**src/rtl/tsm_pkg.sv**
```systemverilog
// shared types and constants for the topological sort block
package tsm_pkg;

    // width of one adjacency row and of a node index
    localparam int ROW_W         = 8;
    localparam int NODE_IDX_W    = 3;
    localparam int MAX_NODES_DEF = 8;

    // sequencer states
    typedef enum logic [1:0] {
        ST_LOAD,
        ST_EVAL,
        ST_EMIT,
        ST_CYCLE
    } state_t;

    // what the merge stage found for one pass
    typedef struct packed {
        logic [ROW_W-1:0] ready;     // nodes free of incoming edges this pass
        logic             none;      // no node is ready: remaining nodes form a cycle
        logic             all_done;  // after this pass every node is emitted
    } pass_status_t;

endpackage

```
**src/rtl/topological_sort_matrix.sv**
```systemverilog
// top level: kahn topological sort over an adjacency matrix loaded row by row
// sequence: rows are taken one per transfer while loading; after the last row each pass
//   first evaluates, then emits its ready nodes one at a time, and a
//   cyclic graph ends with one closing result after its failed pass
// throughput: set by the single output register, one result per cycle within a pass
//   while m_tready holds; rows are not taken while a graph is being sorted
// reset: rst_n asynchronous active low clears sequencer, counts, masks and output valid;
//   stored rows are not cleared
module topological_sort_matrix
#(
    parameter int MAX_NODES = tsm_pkg::MAX_NODES_DEF
)
(
    input  logic       clk,
    input  logic       rst_n,
    // row transfer in
    input  logic       s_tvalid,
    output logic       s_tready,
    input  logic [7:0] s_tdata,   // [7:0] row_bits
    input  logic       s_tlast,   // last_row
    // result transfer out
    output logic       m_tvalid,
    input  logic       m_tready,
    output logic [7:0] m_tdata,   // [2:0] node_index, [7:3] zero
    output logic [1:0] m_tuser,   // [0] node_valid, [1] is_cyclic
    output logic       m_tlast    // last
);

    localparam int NODE_CAP = (MAX_NODES < tsm_pkg::ROW_W) ? MAX_NODES : tsm_pkg::ROW_W;
    localparam int CNT_W    = $clog2(NODE_CAP + 1);
    localparam int IDX_W    = $clog2(NODE_CAP);

    tsm_pkg::state_t state_reg, state_next;

    logic [CNT_W-1:0]               rows_loaded_reg, rows_loaded_next;
    logic [NODE_CAP-1:0]            removed_reg, removed_next;
    logic [tsm_pkg::ROW_W-1:0]      pending_reg, pending_next;
    logic                           done_reg, done_next;

    logic                           out_valid_reg, out_valid_next;
    logic [tsm_pkg::NODE_IDX_W-1:0] out_idx_reg, out_idx_next;
    logic                           out_nv_reg, out_nv_next;
    logic                           out_cyc_reg, out_cyc_next;
    logic                           out_last_reg, out_last_next;

    logic                           in_xfer;
    logic                           out_free;
    logic                           out_load;
    logic                           row_room;
    logic [NODE_CAP-1:0]            full;
    logic [tsm_pkg::ROW_W-1:0]      contrib [NODE_CAP];
    tsm_pkg::pass_status_t          status;
    logic [tsm_pkg::NODE_IDX_W-1:0] pick_idx;
    logic [tsm_pkg::ROW_W-1:0]      pick_oh;
    logic [tsm_pkg::ROW_W-1:0]      pending_left;

    // handshake helpers
    assign s_tready = (state_reg == tsm_pkg::ST_LOAD);
    assign in_xfer  = s_tvalid && s_tready;
    assign out_free = !out_valid_reg || m_tready;
    assign row_room = (rows_loaded_reg < CNT_W'(NODE_CAP));

    // present nodes of the current graph
    always_comb
    begin
        for (int j = 0; j < NODE_CAP; j++)
        begin
            full[j] = (CNT_W'(j) < rows_loaded_reg);
        end
    end

    // node lanes
    for (genvar g = 0; g < NODE_CAP; g++)
    begin : g_lane
        tsm_lane u_lane
        (
            .clk     (clk),
            .wr_en   (in_xfer && row_room &&
                      (rows_loaded_reg[IDX_W-1:0] == IDX_W'(g))),
            .row_in  (s_tdata),
            .live    (full[g] && !removed_reg[g]),
            .contrib (contrib[g])
        );
    end

    // merge of lane results
    tsm_merge #(.NODE_CAP(NODE_CAP)) u_merge
    (
        .contrib (contrib),
        .full    (full),
        .removed (removed_reg),
        .status  (status)
    );

    // lowest pending node
    always_comb
    begin
        pick_idx = '0;
        pick_oh  = '0;
        for (int j = tsm_pkg::ROW_W - 1; j >= 0; j--)
        begin
            if (pending_reg[j])
            begin
                pick_idx = tsm_pkg::NODE_IDX_W'(j);
                pick_oh  = tsm_pkg::ROW_W'(1) << j;
            end
        end
    end

    assign pending_left = pending_reg & ~pick_oh;

    // next state
    always_comb
    begin
        state_next = state_reg;
        unique case (state_reg)
            tsm_pkg::ST_LOAD:
            begin
                if (in_xfer && s_tlast)
                begin
                    state_next = tsm_pkg::ST_EVAL;
                end
            end
            tsm_pkg::ST_EVAL:
            begin
                state_next = status.none ? tsm_pkg::ST_CYCLE : tsm_pkg::ST_EMIT;
            end
            tsm_pkg::ST_EMIT:
            begin
                if (out_free && (pending_left == '0))
                begin
                    state_next = done_reg ? tsm_pkg::ST_LOAD : tsm_pkg::ST_EVAL;
                end
            end
            tsm_pkg::ST_CYCLE:
            begin
                if (out_free)
                begin
                    state_next = tsm_pkg::ST_LOAD;
                end
            end
            default:
            begin
                state_next = tsm_pkg::ST_LOAD;
            end
        endcase
    end

    // datapath control and output loading
    always_comb
    begin
        rows_loaded_next = rows_loaded_reg;
        removed_next     = removed_reg;
        pending_next     = pending_reg;
        done_next        = done_reg;
        out_load         = 1'b0;
        out_idx_next     = out_idx_reg;
        out_nv_next      = out_nv_reg;
        out_cyc_next     = out_cyc_reg;
        out_last_next    = out_last_reg;
        unique case (state_reg)
            tsm_pkg::ST_LOAD:
            begin
                if (in_xfer && row_room)
                begin
                    rows_loaded_next = rows_loaded_reg + CNT_W'(1);
                end
            end
            tsm_pkg::ST_EVAL:
            begin
                pending_next = status.ready;
                removed_next = removed_reg | status.ready[NODE_CAP-1:0];
                done_next    = status.all_done;
            end
            tsm_pkg::ST_EMIT:
            begin
                if (out_free)
                begin
                    out_load      = 1'b1;
                    out_idx_next  = pick_idx;
                    out_nv_next   = 1'b1;
                    out_cyc_next  = 1'b0;
                    out_last_next = done_reg && (pending_left == '0);
                    pending_next  = pending_left;
                    if ((pending_left == '0) && done_reg)
                    begin
                        rows_loaded_next = '0;
                        removed_next     = '0;
                    end
                end
            end
            tsm_pkg::ST_CYCLE:
            begin
                if (out_free)
                begin
                    out_load         = 1'b1;
                    out_idx_next     = '0;
                    out_nv_next      = 1'b0;
                    out_cyc_next     = 1'b1;
                    out_last_next    = 1'b1;
                    rows_loaded_next = '0;
                    removed_next     = '0;
                end
            end
            default:
            begin
                out_load = 1'b0;
            end
        endcase
        out_valid_next = out_load ? 1'b1 : (m_tready ? 1'b0 : out_valid_reg);
    end

    // control registers
    always_ff @(posedge clk or negedge rst_n)
    begin
        if (!rst_n)
        begin
            state_reg       <= tsm_pkg::ST_LOAD;
            rows_loaded_reg <= '0;
            removed_reg     <= '0;
            pending_reg     <= '0;
            done_reg        <= 1'b0;
            out_valid_reg   <= 1'b0;
        end
        else
        begin
            state_reg       <= state_next;
            rows_loaded_reg <= rows_loaded_next;
            removed_reg     <= removed_next;
            pending_reg     <= pending_next;
            done_reg        <= done_next;
            out_valid_reg   <= out_valid_next;
        end
    end

    // output payload register
    always_ff @(posedge clk)
    begin
        if (out_load)
        begin
            out_idx_reg  <= out_idx_next;
            out_nv_reg   <= out_nv_next;
            out_cyc_reg  <= out_cyc_next;
            out_last_reg <= out_last_next;
        end
    end

    assign m_tvalid = out_valid_reg;
    assign m_tdata  = {{(8 - tsm_pkg::NODE_IDX_W){1'b0}}, out_idx_reg};
    assign m_tuser  = {out_cyc_reg, out_nv_reg};
    assign m_tlast  = out_last_reg;

    // a new graph always starts with nothing removed
    a_load_clean: assert property (@(posedge clk) disable iff (!rst_n)
        (state_reg == tsm_pkg::ST_LOAD) |-> (removed_reg == '0))
        else $error("removed mask not clear while loading");

    // pending nodes were already marked removed in their pass
    a_pending_removed: assert property (@(posedge clk) disable iff (!rst_n)
        ((pending_reg[NODE_CAP-1:0] & ~removed_reg) == '0))
        else $error("pending node not marked removed");

    // emitting always has a node to emit
    a_emit_nonempty: assert property (@(posedge clk) disable iff (!rst_n)
        (state_reg == tsm_pkg::ST_EMIT) |-> (pending_reg != '0))
        else $error("emit state with no pending node");

    // the last row starts a pass
    a_last_starts: assert property (@(posedge clk) disable iff (!rst_n)
        (in_xfer && s_tlast) |=> (state_reg == tsm_pkg::ST_EVAL))
        else $error("last row did not start the sort");

    // row count never passes capacity
    a_count_cap: assert property (@(posedge clk) disable iff (!rst_n)
        in_xfer |=> (rows_loaded_reg <= CNT_W'(NODE_CAP)))
        else $error("row count beyond capacity");

endmodule

```
**src/rtl/tsm_lane.sv**
```systemverilog
// one node lane: holds its adjacency row and offers its edges while the node is live
module tsm_lane
(
    input  logic                      clk,
    input  logic                      wr_en,
    input  logic [tsm_pkg::ROW_W-1:0] row_in,
    input  logic                      live,
    output logic [tsm_pkg::ROW_W-1:0] contrib
);

    logic [tsm_pkg::ROW_W-1:0] row_reg;

    // row storage, written once per graph
    always_ff @(posedge clk)
    begin
        if (wr_en)
        begin
            row_reg <= row_in;
        end
    end

    // only edges of loaded, unemitted nodes count
    assign contrib = live ? row_reg : '0;

endmodule

```
**src/rtl/tsm_merge.sv**
```systemverilog
// merge stage: combines lane edges into incoming flags and picks the ready nodes
module tsm_merge
#(
    parameter int NODE_CAP = tsm_pkg::MAX_NODES_DEF
)
(
    input  logic [tsm_pkg::ROW_W-1:0] contrib [NODE_CAP],
    input  logic [NODE_CAP-1:0]       full,
    input  logic [NODE_CAP-1:0]       removed,
    output tsm_pkg::pass_status_t     status
);

    logic [tsm_pkg::ROW_W-1:0] incoming;
    logic [NODE_CAP-1:0]       ready;

    // or of all live rows
    always_comb
    begin
        incoming = '0;
        for (int j = 0; j < NODE_CAP; j++)
        begin
            incoming = incoming | contrib[j];
        end
    end

    // a present, unemitted node with no incoming edge is ready
    assign ready = full & ~removed & ~incoming[NODE_CAP-1:0];

    always_comb
    begin
        status.ready    = tsm_pkg::ROW_W'(ready);
        status.none     = (ready == '0);
        status.all_done = (((removed | ready) & full) == full);
    end

endmodule

```
**config.mk**
```make
export PLATFORM = sky130hd
export DESIGN_NAME = topological_sort_matrix
export DESIGN_NICKNAME = d
export VERILOG_FILES = /design/src/rtl/tsm_pkg.sv /design/src/rtl/topological_sort_matrix.sv /design/src/rtl/tsm_lane.sv /design/src/rtl/tsm_merge.sv
export SDC_FILE = /design/constraint.sdc
export NUM_CORES = 1
export LEC_CHECK = 0
export BUFFER_PORTS_ARGS = -buffer_cell sky130_fd_sc_hd__clkbuf_2
export CORE_MARGIN = 3
export CORE_UTILIZATION = 40
export DETAILED_ROUTE_END_ITERATION = 6
export SYNTH_ARGS = -nofsm -noshare
export SYNTH_HDL_FRONTEND = slang
export SYNTH_HIERARCHICAL = 1
export SYNTH_SLANG_ARGS = --single-unit
```
**constraint.sdc**
```tcl
create_clock -name clk -period 2.25 [get_ports clk]
set_clock_uncertainty 0.05 [all_clocks]
set_input_delay 0.3375 -clock clk [delete_from_list [all_inputs] [get_ports clk]]
set_output_delay 0.3375 -clock clk [all_outputs]
set_load 0.01 [all_outputs]
```
Word-level counts from Yosys, hierarchy flattened:

Index checks and enable logic that the tools add are counted.
Widths: inputs -> output; s select.

* register bits after elaboration: 94
* bits of input ports: 13
* word-level logic and storage cells: 160

* multiplexer cells: 54
* order comparisons: 9
* equality and inequality tests: 17
* bitwise operators: 15
* reduce and logical (&&, ||, !) cells: 46
* add/sub/neg operators: 1

Operators with widths (count)
* $mux 8: 20
* $or 8x8->8: 8
* $and 8x8->8: 4
* $mux 3: 10
* $not 8->8: 3
* $pmux 8 s3: 1
* $logic_and 1x1->1: 21
* $logic_not 8->1: 2
* $lt 3x4->1 const A: 4
* $mux 4: 4
* $pmux 8 s2: 1
* $eq 3x3->1 const B: 4
* $pmux 4 s3: 1
* $logic_not 1->1: 9
* $mux 1: 9
* $eq 8x8->1: 1
* $lt 1x4->1 const A: 2
* $lt 2x4->1 const A: 2
* $ne 2x2->1 const B: 4
* $pmux 2 s4: 1
* $reduce_and 4->1: 2
* $eq 3x2->1 const B: 2
* $mux 2: 3
* $pmux 1 s2: 3
* 16 further kinds: 21

Logic depth before layout (Yosys ltp):

* depth in word-level cells: 15
* gate-level depth with buffers: 13
* mapped depth without buffers: 13

Modules after synthesis:

Netlist, hierarchy kept.

By module, submodules not included
* tsm_lane: cells each 16, area each 290.3 um2, sequential area each 240.2 um2, times used 8
* topological_sort_matrix: cells each 202, area each 1890.6 um2, sequential area each 780.7 um2, times used 1
* tsm_merge: cells each 54, area each 327.8 um2, sequential area each 0.0 um2, times used 1

Least setup slack after synthesis:

No wires, ideal clock.

* kind: register -> register
* start: register rows_loaded_reg[0]
* end: register state_reg[0]
* period minus slack after synthesis: 2464 ps
* stages on the path, launching flop included: 13
* library setup time: 129 ps
* required time: 2071 ps
* path buffers: 0
* data arrival time: 2285 ps
* slack: -214 ps
* cell sequence: dfrtp_1 -> ha_1 -> or3_1 -> nor2b_1 -> and2_1 -> nor4_1 -> nand2_1 -> nor3b_1 -> nor4_1 -> nand2_1 -> o21ai_0 -> a22oi_1 -> o31ai_1

RTL lines
* from (decl): RTL line topological_sort_matrix.sv:35 `logic [CNT_W-1:0] rows_loaded_reg, rows_loaded_next;`
* from (signal assigned): RTL line topological_sort_matrix.sv:228 `rows_loaded_reg <= rows_loaded_next;`
* to (signal assigned): RTL line topological_sort_matrix.sv:218 `state_reg <= tsm_pkg::ST_LOAD;`
* to (signal assigned): RTL line topological_sort_matrix.sv:227 `state_reg <= state_next;`
* to (decl): RTL line topological_sort_matrix.sv:33 `tsm_pkg::state_t state_reg, state_next;`

==> run_results.csv <==
group,metric,value,unit
layout,antenna_cells,0,
worst_hold_path,hold_end,"g_lane[6].u_lane/row_reg[6]$_DFFE_PP_",
layout,synthToLayoutAreaGrowth,26.5,%
placement,gp_congestion,0.946,
global_route,grt_pass1_vias,3146,
setup_path,cp_data_arrival_time,2.66,ns
layout,fillers,942,
setup_path,required,2.43,ns
worst_hold_path,worstHoldPathType,"input port to flop",
clock_network,worstSkewPairLatency,0.35,ns
route,detail-route-antenna-nets,0,
layout,final_common_cell,"edfxtp_1",
layout,drive_gt1_share,33.1,%
clock_network,clock-sinks,94,
setup_path,r2r-start,"rows_loaded_reg[1]$_DFFE_PN0P_",
setup_path,critPathLaunchType,"flop",
logic_synthesis,synth-edff-count,70,
clock_network,cts_made_buffers,9,
route,wl_per_cell,17.5,um
placement,pre_cts_ws,-0.543,ns
logic_synthesis,synth_area_per_cell,11.8,um2
global_route,antenna_found_initial,0,
timing,drv_slew,0,
global_route,grt_usage,17.1,%
timing,setup_ws,-0.235,ns
route,routed_wl,10.3,mm
run_status,violations,"negative setup slack",
power,peakVddDrop,0.537,mV
logic_synthesis,syn-cell-area,4540,um2
clock_network,cts.clk_slew.worst_paths,0.08,ns
setup_path,crit_path_max_fanout,8,
timing,whs,0.225,ns
power,power_density,1310,nW/um2
floorplanning,die_area,12700,um2
clock_network,htreeDepth,3,
placement,io_buffers,20,
global_route,grt_max_degree,25,
global_route,grt_pass1_wl,16.7,mm
timing,period_minus_slack,2.48,ns
route,drt_iter0_markers,229,
setup_path,r2r-end,"state_reg[0]$_DFFE_PN0P_",
worst_hold_path,hold_depth,1,
logic_synthesis,synth_seq_area_share,59.5,%
timing,tns,-0.701,ns
placement,dp_hpwl,7.17,mm
logic_synthesis,syn_inst,384,
timing,worst_pin_slew,0.808,ns
logic_synthesis,synthFlopType,"edfxtp_1",
placement,dpl_cell_area,5060,um2
logic_synthesis,ys_ff_latch,94,
timing,hold_viol,0,
run,maxCapViolCount,0,
timing,rsz0062_at_grt,"true",
timing,relSlewSlack,45.9,%
run_status,outcome,"finished with violations",
layout,finalInstanceArea,5750,um2
logic_synthesis,synth_cell_type_count,54,
global_route,overflow,0,
clock_network,tritoncts,"built",
route,routed_via_density,5.32,
floorplanning,core_area,11000,um2
timing,fin_crit_sh,110,%
worst_hold_path,holdCritStartpoint,"s_tdata[6]",
route,num_vias,3125,
floorplanning,die_y,113,um
logic_synthesis,ys_warn_count,6,
setup_path,end_kind,"flop",
power,p_leak,2.31,nW
setup_path,ff2ff_path_depth,12,
floorplanning,initial_core_util,41.3,%
layout,largest_register_ffs,64,
timing,setup_viol_count_final,10,
floorplanning,rows,38,
setup_path,ff2ff_setup_slack,-0.23,ns
timing,fmax,402,MHz
layout,utilization,52.3,%
clock_network,cts_buffer_depth,2,
layout,layout_common_cells,"70 x edfxtp_1, 58 x and2_1, 42 x buf_4",
route,dr.pass1.iters,4,
floorplanning,ios,26,
clock_network,cts_root_buf,"clkbuf_16",
logic_synthesis,async_flop_share,25.5,%
setup_path,path_class,"flop to flop",
route,drc,0,
layout,nets,461,
floorplanning,die_w,113,um
-- synth_stat cells (8+ instances only) --
cell,number,area [um2]
a21oi_1,17,85.1
and2_1,67,419
edfxtp_1,70,2100
o21ai_1,9,45.0
a22oi_1,10,75.1
nor2_1,11,41.3
nand2_1,32,120
buf_4,8,60.1
nor4_1,14,87.6
dfrtp_1,24,601
inv_1,15,56.3
nor2b_1,10,62.6
-- metal layers --
layer	routed length, um	GRT usage (%)	share of wire, %
met1	4700	24.0	46
met2	5010	26.8	49
met3	411	3.50	4.0
met4	156	5.45	1.5
met5	0	0	0
-- cell families after synthesis --
logic type,synth area share (%)
simple gates,21.9
other cells,0.0826
compound gates,11.5
buf+inv,4.24
flops,59.5
fa+ha+maj,1.90
mux,0.882
-- critical path: stages (launching register included) --
cell,delay (ns)
dfrtp_1,0.42
ha_2,0.21
or3_4,0.32
nor2b_4,0.17
and2_4,0.17
nor4_4,0.27
nand3_1,0.16
o2111ai_1,0.13
nor4_1,0.08
nand2_1,0.07
o21ai_1,0.06
a22oi_1,0.14
o31ai_1,0.11
-- final cells by class --
type / instances / area (um2) / area share [%]
Tap cell: 140 / 175 / 3.05
Clock inverter: 7 / 114 / 1.98
Clock buffer: 9 / 225 / 3.92
Multi-Input combinational cell: 256 / 2020 / 35.1
Timing Repair Buffer: 65 / 448 / 7.80
Sequential cell: 94 / 2710 / 47.1
Inverter: 16 / 62.6 / 1.09
-- per-stage QoR --
stage	std cells	total power [mW]
5_1_grt	587	8.02
3_3_place_gp	568	5.33
2_1_floorplan	388	4.36
6_report	587	7.55
3_5_place_dp	568	5.38
4_1_cts	588	7.37
-- how the worst max path moves through the flow --
stage                          endpoint  cells after the start                            from  slack [ns]
2_1_floorplan  state_reg[0]$_DFFE_PN0P_                     12  rows_loaded_reg[1]$_DFFE_PN0P_       -0.05
3_3_place_gp   state_reg[0]$_DFFE_PN0P_                     14  rows_loaded_reg[0]$_DFFE_PN0P_       -0.49
3_5_place_dp   state_reg[0]$_DFFE_PN0P_                     14  rows_loaded_reg[0]$_DFFE_PN0P_       -0.54
4_1_cts        state_reg[0]$_DFFE_PN0P_                     13  rows_loaded_reg[1]$_DFFE_PN0P_       -0.26
5_1_grt        state_reg[0]$_DFFE_PN0P_                     13  rows_loaded_reg[1]$_DFFE_PN0P_       -0.41
6_report       state_reg[0]$_DFFE_PN0P_                     12  rows_loaded_reg[1]$_DFFE_PN0P_       -0.23
-- repair_timing --
item | CTS | global route
setup buffers | 5 | 3
gates resized for setup | 37 | 31
endpoints found under the hold margin | 24 | 0
setup endpoints to repair | 18 | 18
hold buffers | 1 | 0
pin swaps | 15 | 16
-- power breakdown --
group	internal, mW	switching, mW	total, mW
Sequential	2.23	0.332	2.56
Combinational	1.55	1.74	3.29
Clock	1.00	0.698	1.70
(Power assumes the default switching activity.)
